$ cat src/hw/rtl/rsp_ram.sv
module rsp_ram #(
    parameter int WIDTH = 8,
    parameter int DEPTH = 256
) (
    input  logic                     clk,
    input  logic                     en,
    input  logic                     we,
    input  logic [$clog2(DEPTH)-1:0] addr,
    input  logic [WIDTH-1:0]         wdata,
    output logic [WIDTH-1:0]         rdata
);

    logic [WIDTH-1:0] mem [DEPTH];

    always_ff @(posedge clk)
    begin
        if (en)
        begin
            if (we)
            begin
                mem[addr] <= wdata;
            end
            else
            begin
                rdata <= mem[addr];
            end
        end
    end

endmodule

$ cat config.mk
export PLATFORM = sky130hd
export DESIGN_NAME = rsp_ram
export DESIGN_NICKNAME = d
export VERILOG_FILES = /design/src/hw/rtl/rsp_ram.sv
export SDC_FILE = /design/constraint.sdc
export NUM_CORES = 2
export LEC_CHECK = 0
export BUFFER_PORTS_ARGS = -buffer_cell sky130_fd_sc_hd__buf_2
export CAP_MARGIN = 20
export CORE_AREA = 2 2 485 367
export DETAILED_ROUTE_END_ITERATION = 6
export DIE_AREA = 0 0 487 369
export PLACE_DENSITY_LB_ADDON = 0.3
export SLEW_MARGIN = 30
export SYNTH_ARGS = -nofsm -noshare
export SYNTH_HDL_FRONTEND = slang
export SYNTH_SLANG_ARGS = --single-unit
$ cat constraint.sdc
create_clock -name clk -period 2.99 [get_ports clk]
set_input_delay 0 -clock clk [delete_from_list [all_inputs] [get_ports clk]]
set_output_delay 0 -clock clk [all_outputs]
set_load 0.005 [all_outputs]
# Word level (Yosys, flattened, before mapping)
# Memories as Yosys holds them, arrays and structs flattened. A register that Yosys moved wholly into a read port is not among the register bits.
# Cells that the tools add are included.
# W data, S select, Z words.
# word_totals
ff_bits	0
mem_bits_rw	2048
in_bits	19
wordCells	6
memories	1
# classes
n_mux	3
bitwise	1
n_reduce_logical	1
# memory_table
memory	depth	width	read_ports	rd_clocked_by_memory_dff	wr	line_no	rtl
mem	256	8	1	1	1	13	logic [WIDTH-1:0] mem [DEPTH];
# op_table
cell	count
$mux W1	3
$reduce_and A2 Y1	1
$not A1 Y1	1

# Depth between registers and ports, before layout
# depth
word_depth	3
ltp_mapped	9

# Least setup slack after synthesis
# No wires, ideal clock.
# synth_timing
kind	input-to-reg
startpoint	input port addr[0]
endpoint	memory mem[117][0], enable pin
arrival_ns	1.925
t_required_ns	2.620
slack_ns	0.695
path_stages	8
path_cell_list	buf_2 > buf_6 > buf_2 > buf_2 > nor3b_1 > nand2_1 > clkbuf_1 > nor2_1
# synth_lines
element	line_no	rtl
from (decl)	8	input logic [$clog2(DEPTH)-1:0] addr,
to (decl)	13	
# No word-level cell before the write port.

==> summary.md <==
| Metric | Value |
|---|---|
| Run status | `finished clean` |
| Area added between synthesis and finish | `16.0%` |
| Area of the mapped netlist | `78400 um^2` |
| Worst slew pin tran | `842 ps` |
| Top achievable clock speed | `355 MHz` |
| Number of sinks handled by clock tree synthesis | `2056` |
| Vias | `38.6k` |
| Weighted congestion at the end of routability-driven global placement | `0.832` |
| Clock skew | `27.5 ps` |
| Count of port buffers added during placement | `26` |
| Power per unit of standard cell area | `632 nW/um^2` |
| CTS Buf Count | `183` |
| Mean routed wirelength per cell | `30.1 um` |
| Crit-path leading delay family | `compound AO/OA/AOI/OAI gates` |
| Buffer and inverter count on the worst path | `1` |
| Most used flip-flop cell after synthesis | `sky130_fd_sc_hd__edfxtp_1` |
| FF-to-FF End | `rdata[4]$_DFFE_PP_` |
| Die W | `487 um` |
| Worst setup path class | `flip-flop to flip-flop` |
| Starting DRC count in detailed routing | `5861` |
| Remaining design rule violation count | `0` |
| Final Cycle Share | `94.3%` |
| Core area | `175000 um^2` |
| Pin count of the biggest net entering global routing | `118` |
| Reported leakage power | `28.4 nW` |
| CP startpoint kind | `flip-flop` |
| Effective utilization at floorplan | `44.9%` |
| Number of antenna violations at the first check in global routing | `5` |
| Proportion of synthesized flip-flops having asynchronous set or reset | `0%` |
| Overall routing resource usage | `21.7%` |
| Worst voltage drop across the vdd grid | `482 uV` |
| Required time worst endpoint | `3540 ps` |
| Vias in the first global route | `38.4k` |
| Proportion of layout cells with a drive suffix above 1 | `31.3%` |
| Max cap viols | `0` |
| Number of cell rows | `133` |
| Number of top-level pins | `27` |
| Clock Tree Root | `sky130_fd_sc_hd__clkbuf_16` |
| Die Ht | `369 um` |
| Crit. Startpoint | `mem[235][4]$_DFFE_PP_` |
| Gate Count Post-Synth | `3526` |
| Worst setup slack after placement | `-164 ps` |
| Sum of overflow across all layers after global routing | `0` |
| Drt first pass iters | `6` |
| Final count of hold timing violations | `0` |
| Sequential area share after synthesis | `78.8%` |
| Worst-case headroom to the max-slew limit | `43.2%` |
| Detail-routed via count per cell | `5.96` |
| Htree depth | `4` |
| Total Nets Final | `4043` |
| Hold/Removal Path Class | `input pin to flip-flop` |
| EDFF count, synth | `2056` |
| Worst reg2reg path startpoint | `mem[235][4]$_DFFE_PP_` |
| Final setup violation count | `0` |
| Setup TNS | `0 ps` |
| Depth of the worst register-to-register path | `6` |
| Reg2Reg Setup Slack | `170 ps` |
| Cell depth of the worst min-delay path | `6` |
| Worst skew pair latency | `840 ps` |
| Final WL | `195000 um` |
| Number of distinct library cell variants in the gate-level netlist after synthesis | `21` |
| Hold endpoint | `mem[57][7]$_DFFE_PP_` |
| Mean post-synth cell area | `22.2 um^2` |
| Synthesized net count | `3545` |
| Max FO, Critical Path | `1` |
| Setup repair after global routing missed its margin | `no` |
| Largest stage delay, worst path | `830 ps` |
| Crit-path cells | `mux4_2, a22oi_1, a21oi_1, o41ai_1, buf_4, nand4_1` |
| Fin. max-slew vios | `0` |
| Critical Path End Type | `flip-flop` |
| Clock buffer depth | `3` |
| Die footprint | `180000 um^2` |
| Count of state elements after synthesis | `2056` |
| Sum of net half-perimeters after detailed placement | `121000 um` |
| TritonCTS clock tree | `done` |
| Post-cts resize count | `0` |
| Post-route ant nets | `0` |
| Worst path setup slack after routing | `171 ps` |
| Data arrival time of the worst path | `3370 ps` |
| Total setup buffers inserted after CTS | `0` |
| Min Tclk post-route | `2820 ps` |
| Clk pin slew, worst setup/hold paths | `60 ps` |
| First-pass GRT wire length | `279000 um` |
| Cell with the largest stage delay on the worst path | `sky130_fd_sc_hd__o41ai_1` |
| Worst hold start | `en` |
| Yosys warning count | `0` |
[Yosys cell counts (2+ instances only)]
cell	n	area, um^2
sky130_fd_sc_hd__buf_2	41	205
sky130_fd_sc_hd__nor3b_1	2	15.0
sky130_fd_sc_hd__nand2_1	30	113
sky130_fd_sc_hd__buf_4	11	82.6
sky130_fd_sc_hd__nand2b_1	2	12.5
sky130_fd_sc_hd__nor2_1	259	972
sky130_fd_sc_hd__buf_1	21	78.8
sky130_fd_sc_hd__nor2b_1	7	43.8
sky130_fd_sc_hd__mux4_2	512	11500
sky130_fd_sc_hd__nand3_1	4	20.0
sky130_fd_sc_hd__and2_1	2	12.5
sky130_fd_sc_hd__buf_6	9	101
sky130_fd_sc_hd__o41ai_1	32	280
sky130_fd_sc_hd__nand4_1	8	50.1
sky130_fd_sc_hd__a21oi_1	128	641
sky130_fd_sc_hd__a22oi_1	256	1920
sky130_fd_sc_hd__edfxtp_1	2056	61700
sky130_fd_sc_hd__clkbuf_1	143	537
[cells in the final DEF, fill, tap and decap left out, types with 3 or more instances in the layout]
| master | count |
|---|---|
| sky130_fd_sc_hd__dlygate4sd3_1 | 17 |
| sky130_fd_sc_hd__clkbuf_16 | 186 |
| sky130_fd_sc_hd__a22oi_1 | 256 |
| sky130_fd_sc_hd__nand2_1 | 14 |
| sky130_fd_sc_hd__clkinv_1 | 53 |
| sky130_fd_sc_hd__edfxtp_1 | 2056 |
| sky130_fd_sc_hd__buf_8 | 10 |
| sky130_fd_sc_hd__buf_4 | 437 |
| sky130_fd_sc_hd__clkinv_8 | 5 |
| sky130_fd_sc_hd__nand2_2 | 16 |
| sky130_fd_sc_hd__nand3_1 | 4 |
| sky130_fd_sc_hd__buf_12 | 58 |
| sky130_fd_sc_hd__nor2b_1 | 4 |
| sky130_fd_sc_hd__nand4_1 | 8 |
| sky130_fd_sc_hd__bufinv_16 | 11 |
| sky130_fd_sc_hd__mux4_2 | 512 |
| sky130_fd_sc_hd__o41ai_1 | 29 |
| sky130_fd_sc_hd__buf_2 | 16 |
| sky130_fd_sc_hd__clkbuf_1 | 32 |
| sky130_fd_sc_hd__a21oi_1 | 128 |
| sky130_fd_sc_hd__o41ai_2 | 3 |
| sky130_fd_sc_hd__clkinv_2 | 32 |
| sky130_fd_sc_hd__clkinv_4 | 3 |
| sky130_fd_sc_hd__nor2_1 | 258 |
| sky130_fd_sc_hd__inv_16 | 5 |
[flip-flops by register name, summed over array words and instances (netlist names)]
register,cells
rdata,8
mem,2048
[layout make-up]
cell class | count | area, um^2
Clock inverter | 114 | 941
Tap cell | 2295 | 2870
Clock buffer | 218 | 4770
Antenna cell | 2 | 5.00
Fill cell | 13403 | 83700
Multi-Input combinational cell | 1245 | 15700
Timing Repair Buffer | 538 | 4840
Sequential cell | 2056 | 61700
[worst max-delay path by stage]
stage	to	slack, ps	depth (start not counted)
floorplan	mem[117][0]$_DFFE_PP_	690	8
global placement	rdata[4]$_DFFE_PP_	-350	9
detailed placement	rdata[3]$_DFFE_PP_	-160	10
CTS	rdata[4]$_DFFE_PP_	240	6
global route	rdata[4]$_DFFE_PP_	140	6
finish	rdata[4]$_DFFE_PP_	170	6
[what timing repair did]
action,4_1_cts,5_1_grt
setup endpoints to repair,0,0
endpoints found under the hold margin,1831,0
hold buffers,17,0
[cells by family after synthesis]
family / after synthesis / synth area share (%)
simple gates: 317 / 1.61
flops: 2056 / 78.8
compound gates: 416 / 3.63
mux: 512 / 14.7
buf+inv: 225 / 1.28
[metrics by stage]
stage                     total power, W  instance area [um^2]  hold WS, ps  util (%)  std cells
after floorplan                   0.0337                 78400         98.9         -       3526
after global placement            0.0351                 85000          449      48.7       6117
after detailed placement          0.0352                 85000          462      48.7       6117
after CTS                         0.0578                 90900         20.2      52.1       6466
after global routing              0.0590                 90900          126      52.1       6468
final                             0.0574                 90900         93.1      52.1       6468
[power by group]
group	switching, W	leakage [nW]	internal, W	total [W]
clock network	0.0105	2.80	0.0124	0.0229
registers	0.0000130	18.5	0.0317	0.0317
logic	0.00175	7.16	0.00105	0.00280
total	0.0123	28.4	0.0452	0.0574
[worst reg2reg max path: cells and delay by family, from the launching register on]
kind	cells	cell delay [ps]
AO/OA/AOI/OAI	3	1300
buffers and inverters	1	260
flip-flops	1	380
multiplexers	1	530
AND/OR/NAND/NOR	1	90
[layer usage]
metal / part of all wire, % / global-route usage [%] / routed length [um]
met2: 44 / 31.2 / 86200
met1: 43 / 32.6 / 83300
met4: 2.5 / 6.11 / 4780
met5: 0.026 / 0 / 50
met3: 10 / 5.70 / 20300
Power figures use the tool's default switching activity.
