`config.mk`:
```
export PLATFORM = sky130hd
export DESIGN_NAME = rsp_patch
export DESIGN_NICKNAME = d
export VERILOG_FILES = /design/src/hw/rtl/rsp_pkg.sv /design/src/hw/rtl/rsp_patch.sv
export SDC_FILE = /design/constraint.sdc
export NUM_CORES = 1
export LEC_CHECK = 0
export BUFFER_PORTS_ARGS = -buffer_cell sky130_fd_sc_hd__buf_2
export CORE_AREA = 5 5 94 52
export CTS_BUF_LIST = sky130_fd_sc_hd__clkbuf_4 sky130_fd_sc_hd__clkbuf_8
export CTS_CLUSTER_DIAMETER = 80
export DETAILED_ROUTE_END_ITERATION = 16
export DIE_AREA = 0 0 99 57
export GPL_TIMING_DRIVEN = 1
export PLACE_DENSITY = 0.78
export SLEW_MARGIN = 20
export SYNTH_ARGS = -nofsm -noshare
export SYNTH_HDL_FRONTEND = slang
export SYNTH_SLANG_ARGS = --single-unit
```
`constraint.sdc`:
```
create_clock -name clk -period 3.4 [get_ports clk]
set_input_delay 0 -clock clk [delete_from_list [all_inputs] [get_ports clk]]
set_output_delay 0 -clock clk [all_outputs]
set_load 0.03 [all_outputs]
```
`src/hw/rtl/rsp_pkg.sv`:
```
package rsp_pkg;

    // Image store geometry
    localparam int IMAGE_BYTES = 65536;
    localparam int IMG_AW      = $clog2(IMAGE_BYTES);

    // Configuration port
    localparam int CFG_AW = 3;
    localparam int CFG_DW = 32;
    localparam logic REG_IDX_RELOC_BASE = 1'b0;
    localparam logic [31:0] RELOC_BASE_RESET = 32'h0000_1000;

    // Transaction kinds
    localparam logic [1:0] KIND_WRITE  = 2'd0;
    localparam logic [1:0] KIND_READ   = 2'd1;
    localparam logic [1:0] KIND_STREAM = 2'd2;
    localparam logic [1:0] KIND_END    = 2'd3;

    // Result status codes
    localparam logic [2:0] ST_OK           = 3'd0;
    localparam logic [2:0] ST_PATCHED      = 3'd1;
    localparam logic [2:0] ST_SKIPPED      = 3'd2;
    localparam logic [2:0] ST_FINISHED     = 3'd3;
    localparam logic [2:0] ST_BAD_CODE     = 3'd4;
    localparam logic [2:0] ST_TRUNCATED    = 3'd5;
    localparam logic [2:0] ST_OUT_OF_RANGE = 3'd6;
    localparam logic [2:0] ST_IGNORED      = 3'd7;

    // Stream codes
    localparam logic [7:0] CODE_END  = 8'h00;
    localparam logic [7:0] CODE_SKIP = 8'h01;
    localparam logic [31:0] SKIP_DISTANCE = 32'd254;

    typedef logic [IMG_AW-1:0] img_addr_t;

    typedef struct packed {
        logic [1:0]  kind;
        logic [15:0] address;
        logic [7:0]  data_byte;
    } in_item_t;

    typedef struct packed {
        logic [7:0]  read_data;
        logic [2:0]  status;
        logic [31:0] patch_offset;
    } out_item_t;

    typedef struct packed {
        logic      en;
        logic      we;
        img_addr_t addr;
        logic [7:0] wdata;
    } ram_req_t;

endpackage

```
`src/hw/rtl/rsp_patch.sv`:
```
module rsp_patch
    import rsp_pkg::*;
(
    input  logic       clk,
    input  logic       rst_n,
    input  logic       start,
    input  img_addr_t  offset,
    input  logic [31:0] base,
    input  logic [7:0] ram_rdata,
    output ram_req_t   ram_req,
    output logic       done
);

    typedef enum logic [1:0] {
        P_IDLE,
        P_READ,
        P_WRITE
    } pstate_t;

    pstate_t    state_reg, state_next;
    logic [1:0] idx_reg, idx_next;
    logic       carry_reg, carry_next;
    img_addr_t  off_reg, off_next;

    logic [7:0] base_byte;
    logic [8:0] sum;

    // Byte idx holds word bits 8*(3-idx); walk from the low byte up so the carry ripples
    assign base_byte = base[{~idx_reg, 3'b000} +: 8];
    assign sum       = {1'b0, ram_rdata} + {1'b0, base_byte} + {8'd0, carry_reg};

    always_comb
    begin
        state_next = state_reg;
        idx_next   = idx_reg;
        carry_next = carry_reg;
        off_next   = off_reg;
        ram_req    = '0;
        done       = 1'b0;
        unique case (state_reg)
            P_IDLE:
            begin
                if (start)
                begin
                    off_next   = offset;
                    idx_next   = 2'd3;
                    carry_next = 1'b0;
                    state_next = P_READ;
                end
            end
            P_READ:
            begin
                ram_req.en   = 1'b1;
                ram_req.addr = off_reg + IMG_AW'(idx_reg);
                state_next   = P_WRITE;
            end
            P_WRITE:
            begin
                ram_req.en    = 1'b1;
                ram_req.we    = 1'b1;
                ram_req.addr  = off_reg + IMG_AW'(idx_reg);
                ram_req.wdata = sum[7:0];
                carry_next    = sum[8];
                if (idx_reg == 2'd0)
                begin
                    done       = 1'b1;
                    state_next = P_IDLE;
                end
                else
                begin
                    idx_next   = idx_reg - 2'd1;
                    state_next = P_READ;
                end
            end
            default:
            begin
                state_next = P_IDLE;
            end
        endcase
    end

    always_ff @(posedge clk or negedge rst_n)
    begin
        if (!rst_n)
        begin
            state_reg <= P_IDLE;
            idx_reg   <= 2'd0;
            carry_reg <= 1'b0;
            off_reg   <= '0;
        end
        else
        begin
            state_reg <= state_next;
            idx_reg   <= idx_next;
            carry_reg <= carry_next;
            off_reg   <= off_next;
        end
    end

endmodule

```
## Yosys cells after proc, flatten, opt, wreduce, memory -nomap -nowiden

Index checks and enable logic that the tools add are counted.
W data, S select, Z words.

- Reductions and logical operators: 7
- Add/sub/neg operators: 4
- Eq/ne operators: 4
- Multiplexer cells: 14
- Shift operators: 1
- Bitwise logic cells: 1

Operators with widths:

| operator | count |
|---|---|
| $shiftx A32 B6 Y8 | 1 |
| $add A16 B2 Y16 | 1 |
| $mux W16 | 1 |
| $add A8 B8 Y9 | 1 |
| $add A9 B1 Y9 | 1 |
| $mux W8 | 1 |
| $mux W1 | 6 |
| $mux W2 | 3 |
| $pmux W2 S3 | 1 |
| $logic_not A2 Y1 | 2 |
| $ne A2 B2 Y1 const B | 2 |
| $pmux W2 S2 | 1 |
| $reduce_and A2 Y1 | 2 |
| $reduce_and A3 Y1 | 1 |
| $eq A2 B1 Y1 const B | 1 |
| $eq A2 B2 Y1 const B | 1 |
| $not A2 Y2 | 1 |
| $pmux W1 S2 | 1 |
| $reduce_bool A2 Y1 | 1 |
| $reduce_or A2 Y1 | 1 |
| $sub A2 B1 Y2 const B | 1 |

- Bits of input ports: 59
- Output and inout bits: 27
- Word-level logic and storage cells: 35
- Register bits: 21

## Logic depth before layout (Yosys ltp)

Gate-level depths: netlist (run 1).

- Depth in word-level cells: 5
- Mapped depth: 9
- Gate-level depth less buffers: 8

## Worst setup path after synthesis (run 1)

OpenSTA, ideal clock, no wires.

- Path type: register -> output
- From: register idx_reg[0]
- To: output ram_req[6] (netlist bit)
- Arrival time: 3.250 ns
- Cell stages (with the launch flop): 10
- Required time: 3.400 ns
- Slack: 0.150 ns
- Buffers on the path: 1
- Cell sequence: dfrtp_1 -> buf_2 -> mux4_2 -> fa_1 -> inv_1 -> fa_1 -> nor2b_1 -> o31a_1 -> or3_1 -> a221oi_1

RTL lines:

| element | RTL line | source |
|---|---|---|
| start: declaration | rsp_patch.sv:21 | `logic [1:0] idx_reg, idx_next;` |
| start signal: assignment | rsp_patch.sv:94 | `idx_reg <= idx_next;` |
| end: declaration | rsp_patch.sv:10 | `output ram_req_t ram_req,` |

==> results_dict.tcl, run 1 <==
set metrics [dict create \
    ys_seq_area_share_pct 28.0 \
    clk_path_buf_depth 2 \
    area_growth_pct 37.0 \
    post-place-cells 325 \
    cts_inserted_buffers 3 \
    synth_seq_cells 21 \
    synth-async-reset-ratio_pct 100 \
    startpoint_type "register" \
    die_area_um2 5640 \
    reg2regPathDepth 8 \
    die_y_um 57 \
    p_comb_share_pct 69.9 \
    required_ns 3.40 \
    setup_violations 0 \
    syn_area_per_cell_um2 9.97 \
    path_cells "mux4_2, fa_1, inv_1, fa_1, nor2b_1, o31a_1, or3_1, a221oi_1, buf_2" \
    end_kind "primary output" \
    hold_violations 0 \
    yosysTopAreaCell "dfrtp_1" \
    pwr-share-seq_pct 22.5 \
    core_um2 4110 \
    switching_power_mw 1.20 \
    synth_top_area_share_pct 28.0 \
    max_slew_margin_pct 52.8 \
    synth_compound_area_share_pct 12.2 \
    nNetsFinal 366 \
    routabilityCongestion 0.787 \
    num_vias 1855 \
    drtIter0Drc 69 \
    viasPerCell 5.36 \
    drv_slew 0 \
    synth-xor-area-share_pct 5.14 \
    drc_errors 0 \
    grt_max_degree 22 \
    cp.arrival_ns 2.96 \
    wire_per_inst_um 15.6 \
    critPathMaxFanout 4 \
    vdd_drop_max_uv 466 \
    clk_latency_ns 0.26 \
    fin_setup_tns_ns 0 \
    p_per_area_nw_per_um2 881 \
    place_hpwl_um 4170 \
    clkPwrFrac_pct 7.6 \
    syn-instance-count 188 \
    fmax_mhz 338 \
    start_util_pct 45.7 \
    antenna_found_initial 0 \
    leakagePower_nw 1.25 \
    switching_share_pct 53.0 \
    hold_depth 4 \
    largest_reg_flops 16 \
    path_common_cell "fa_1" \
    cpPeakStageDelay_ns 0.51 \
    overflow 0 \
    cp_slowest_cell "mux4_2" \
    cts_max_level 1 \
    cap_violations 0 \
    postCtsSetupBuffers 0 \
    io-pin-count 86 \
    grt_usage_pct 19.4 \
    synth_top_flop_cell "dfrtp_1" \
    clkSinkCount 21 \
    fin_util_pct 62.6 \
    timing.final.crit_share_pct 86.9 \
    synth_area_um2 1870 \
    hold_path.class "input port to register" \
    grt_pass1_vias 1912 \
    final_layout_size_suffix_gt1_share_pct 40.1 \
    antenna_cells 0 \
    yosys-top-cells-count "dfrtp_1 (21), nor2_1 (18), mux2_2 (16), ha_1 (14)" \
    synth_cell_types 40 \
    rows 17 \
    port_buffers 85 \
    grt_pass1_wl_um 8870 \
    synth_most_common_cell "dfrtp_1" \
    finalNonFillerCells 346 \
    rsz0062_at_grt "no" \
    first_pass_iters 4 \
    rrSetupSlack_ns 1.05 \
    synth_top_family_by_area "multiplexers" \
    die_w_um 99 \
    synthTopCellsByArea "dfrtp_1 (28%), mux2_2 (9.6%), mux4_2 (9.6%)" \
    clockRootBuffer "clkbuf_8" \
    ant_nets 0 \
    finClkSkew_ns 0.00223 \
    status "completed" \
    ys_warn_count 0 \
    muxShareOfSynthArea_pct 21.9 \
    synth_edf_count 0 \
    worst_pin_slew_ns 0.706 \
    synthesis.nets 264 \
    wirelength_um 5390 \
    synth_fa_ha_area_share_pct 12.6 \
    intPower_mw 1.06 \
    crit_type "register to primary output" \
    cts_tree "done" \
    path_clk_slew_ns 0.07 \
    period_minus_slack_ns 2.96 \
    synthSimpleGateAreaFrac_pct 16.0 \
]
-- critical path, delay by kind of cell, from the launching register on --
kind	cells	cell delay, ns
AO/OA/AOI/OAI	2	0.51
flip-flops	1	0.37
buffers and inverters	2	0.33
multiplexers	1	0.51
AND/OR/NAND/NOR	2	0.38
adder cells (fa/ha/maj)	2	0.60
-- cells in the final DEF (no fill, tap or decap), types with 5 or more instances in the layout --
cell	n
mux2i_1	5
nand2_1	11
dlygate4sd3_1	17
nand3_1	7
nand4_1	6
inv_1	11
nor2_1	18
buf_2	85
mux2_2	16
dfrtp_1	21
xor2_1	10
ha_1	14
mux4_2	8
o21ai_0	6
-- power groups by stage --
| stage | clock [mW] | sequential (mW) | combinational, mW |
|---|---|---|---|
| 2_1_floorplan | 0 | 0.468 | 1.19 |
| 3_3_place_gp | 0 | 0.496 | 1.53 |
| 3_5_place_dp | 0 | 0.505 | 1.56 |
| 4_1_cts | 0.174 | 0.502 | 1.58 |
| 5_1_grt | 0.180 | 0.530 | 1.73 |
| 6_report | 0.172 | 0.510 | 1.58 |
-- path summary, 6_finish.rpt --
check,start,end
worst max-delay path,idx_reg[0]$_DFFE_PN0P_,ram_req[6]
worst max register to register,idx_reg[0]$_DFFE_PN0P_,carry_reg$_DFFE_PN0P_
min in group asynchronous,rst_n,off_reg[4]$_DFFE_PN0P_
max in group asynchronous,rst_n,state_reg[1]$_DFFE_PN0P_
worst min register to register,off_reg[0]$_DFFE_PN0P_,off_reg[0]$_DFFE_PN0P_
worst min-delay path,start,state_reg[0]$_DFFE_PN0P_
-- metrics by stage --
stage | instance area [um2] | worst slack, ns | total power, mW | hold slack, ns
after floorplan | 1870 | 0.150 | 1.66 | -0.296
after global placement | 2350 | 0.756 | 2.03 | -0.0186
after detailed placement | 2350 | 0.717 | 2.07 | -0.0181
after CTS | 2570 | 0.420 | 2.26 | 0.139
after global routing | 2570 | 0.249 | 2.44 | 0.184
final | 2570 | 0.444 | 2.26 | 0.153
-- what timing repair did --
item                      CTS  global route
hold buffers               17             0
resized for setup           0             0
hold endpoints to repair   37             0
-- area by class of cell --
type                            instances  area, um2
Clock buffer                            4       48.8
Fill cell                             340       1540
Inverter                               11       41.3
Multi-Input combinational cell        149       1270
Sequential cell                        21        526
Tap cell                               57       71.3
Timing Repair Buffer                  104        611
-- cells by family (layout without fill, tap and decap cells) --
logic type,after synthesis,count (layout)
compound gates,32,32
xor+xnor,11,11
fa+ha+maj,17,17
buf+inv,18,119
flops,21,21
mux,29,29
simple gates,60,60
-- layer usage --
layer / GRT usage (%) / vias to the layer above / wire [um]
li1: - / 903 / -
met1: 27.3 / 900 / 2410
met2: 32.3 / 50 / 2630
met3: 3.17 / 2 / 342
met4: 3.31 / 0 / 13
met5: 0 / - / 0
(Power assumes the default switching activity.)
==> run 2, diff against run 1 <==
ABC_AREA = 1   (was unset)
CORE_AREA = 5 5 96 53   (was 5 5 94 52)
DIE_AREA = 0 0 101 58   (was 0 0 99 57)
PLACE_DENSITY = 0.77   (was 0.78)
==> run 2 against run 1 <==
Sequential share of layout area decreased by 0.47 points. Clock power decreased by 2%. Non-clock buffer count down 5. Synthesized cell count rose by 56%. Largest power group unchanged. Hold slack worse by 0.15 ns. Via count increased by 25%. Final cell count up 29%. Count of clock-buffer cells in the layout decreased by 1. Setup slack worse by 0.031 ns. Fmax decreased by 1.0%. Sequential power is 7.3% higher. Routed wire length increased by 14%.
==> results_dict.tcl, run 2 <==
set metrics [dict create \
    area_growth_pct 32.1 \
    vdd_drop_max_uv 480 \
    synth_area_um2 1990 \
    grt_pass1_wl_um 9840 \
    status "completed" \
    yosysTopAreaCell "dfrtp_1" \
    place_hpwl_um 4840 \
    die_w_um 101 \
    fmax_mhz 335 \
    final_cell_mix "buf_2 (85), nand2_1 (64), nor2_1 (50)" \
    synthesis.nets 370 \
    timing.final.crit_share_pct 87.8 \
    startpoint_type "register" \
    hold_violations 0 \
    cp.arrival_ns 2.99 \
    grt_usage_pct 21.1 \
    post-place-cells 429 \
    drc_errors 0 \
    rsz0062_at_grt "no" \
    wirelength_um 6120 \
    overflow 0 \
    drtIter0Drc 208 \
    syn-instance-count 294 \
    finalNonFillerCells 447 \
    start_util_pct 47.5 \
    setup_violations 0 \
    cts-resized-gates 0 \
    max_slew_margin_pct 40.4 \
    synth_top_flop_cell "dfrtp_1" \
    clockRootBuffer "clkbuf_8" \
    synthTopCellsByArea "dfrtp_1 (26%), nand2_1 (12%), nor2_1 (9.4%)" \
    final_layout_size_suffix_gt1_share_pct 26.7 \
    nNetsFinal 467 \
    end_kind "primary output" \
    postCtsSetupBuffers 0 \
    synth_top_area_share_pct 26.4 \
    top_layer "met4" \
    fin_setup_tns_ns 0 \
    largest_reg_flops 16 \
    setup_slack_ns 0.413 \
    die_y_um 58 \
    hold_path.class "input port to register" \
    grt_max_degree 24 \
    hold_slack_ns 0.00481 \
    clkSinkCount 21 \
    p_per_area_nw_per_um2 1060 \
    fin_util_pct 62.7 \
    antenna_cells 0 \
    synth_edf_count 0 \
    m1WireLength_um 2710 \
    cts_tree "done" \
    worst_pin_slew_ns 0.892 \
    wl_met3_um 619 \
    first_pass_iters 5 \
    layout_commonest_cell "buf_2" \
    place_ws_ns 0.758 \
    clk_latency_ns 0.27 \
    drv_slew 0 \
    routabilityCongestion 0.804 \
    cts_max_level 1 \
    synth_cell_types 30 \
    die_area_um2 5860 \
    cts_hold_buf 14 \
    synth_seq_cells 21 \
    required_ns 3.40 \
    leakagePower_nw 1.43 \
    viasPerCell 5.18 \
    ys_seq_area_share_pct 26.4 \
    crit_type "register to primary output" \
    synth-async-reset-ratio_pct 100 \
    synth_most_common_cell "nand2_1" \
    clk_path_buf_depth 2 \
    grt_pass1_vias 2137 \
    ys_warn_count 0 \
    antenna_found_initial 0 \
    path_clk_slew_ns 0.09 \
    num_vias 2316 \
    wire_per_inst_um 13.7 \
    cap_violations 0 \
    rows 17 \
    period_minus_slack_ns 2.99 \
    yosys-top-cells-count "nand2_1 (64), nor2_1 (50), inv_1 (33), a21oi_1 (24)" \
    cts_inserted_buffers 3 \
    port_buffers 85 \
    critPathMaxFanout 19 \
    met2_length_um 2720 \
    syn_area_per_cell_um2 6.77 \
    io-pin-count 86 \
    core_um2 4190 \
    ant_nets 0 \
    finClkSkew_ns 0.0118 \
]
-- run 2: logic make-up (layout without fill, tap and decap cells) --
| family | after synthesis | after routing | synth area share [%] |
|---|---|---|---|
| AOI/OAI and AO/OA | 59 | 59 | 15.8 |
| and+or+nand+nor | 145 | 145 | 31.4 |
| buffers and inverters | 42 | 138 | 8.81 |
| muxes | 10 | 10 | 5.66 |
| DFF | 21 | 21 | 26.4 |
| adders and majority gates | 17 | 17 | 11.8 |
-- run 2: per-stage QoR --
stage                     cell area, um2  total power, mW
after global routing                2630             3.04
final                               2630             2.78
after detailed placement            2440             2.57
after floorplan                     1990             2.06
after global placement              2440             2.50
after CTS                           2630             2.76
-- run 2: metal layers --
metal,vias up,GRT usage [%]
met2,103,32.6
met4,0,6.06
li1,1160,-
met1,1041,30.3
met5,-,0
met3,12,4.09
-- run 2: final timing paths --
check	end	from	slack, ns	cells past startpoint
setup / recovery	ram_req[6]	idx_reg[0]$_DFFE_PN0P_	0.41	14
hold / removal	off_reg[7]$_DFFE_PN0P_	offset[7]	0.005	3
setup reg to reg	carry_reg$_DFFE_PN0P_	idx_reg[0]$_DFFE_PN0P_	0.79	13
hold reg to reg	off_reg[0]$_DFFE_PN0P_	off_reg[0]$_DFFE_PN0P_	0.53	1
max in group asynchronous	off_reg[3]$_DFFE_PN0P_	rst_n	2.84	2
min in group asynchronous	off_reg[8]$_DFFE_PN0P_	rst_n	0.22	2
-- run 2: critical path, cell delays in order, from the launching register on --
cell and delay [ns]:
dfrtp_1 0.59, inv_2 0.32, o21ai_0 0.12, o22ai_1 0.24, fa_1 0.27, inv_1 0.06
fa_1 0.36, inv_1 0.09, nand2_1 0.05, nand2_1 0.07, nand3_1 0.13, nand3_1 0.10
nand2_1 0.05, nor2_1 0.08, buf_2 0.19
-- run 2: layout make-up --
class / instances / area, um2
clock inverters: 1 / 5.00
inverters: 35 / 131
fillers: 408 / 1560
repair buffers: 99 / 566
flip-flops and latches: 21 / 526
clock buffers: 3 / 41.3
well taps: 57 / 71.3
multi-input cells: 231 / 1290
-- run 2: where the power goes --
part | internal (mW) | switching (mW)
Clock | 0.0818 | 0.0858
Combinational | 0.679 | 1.38
Sequential | 0.371 | 0.176
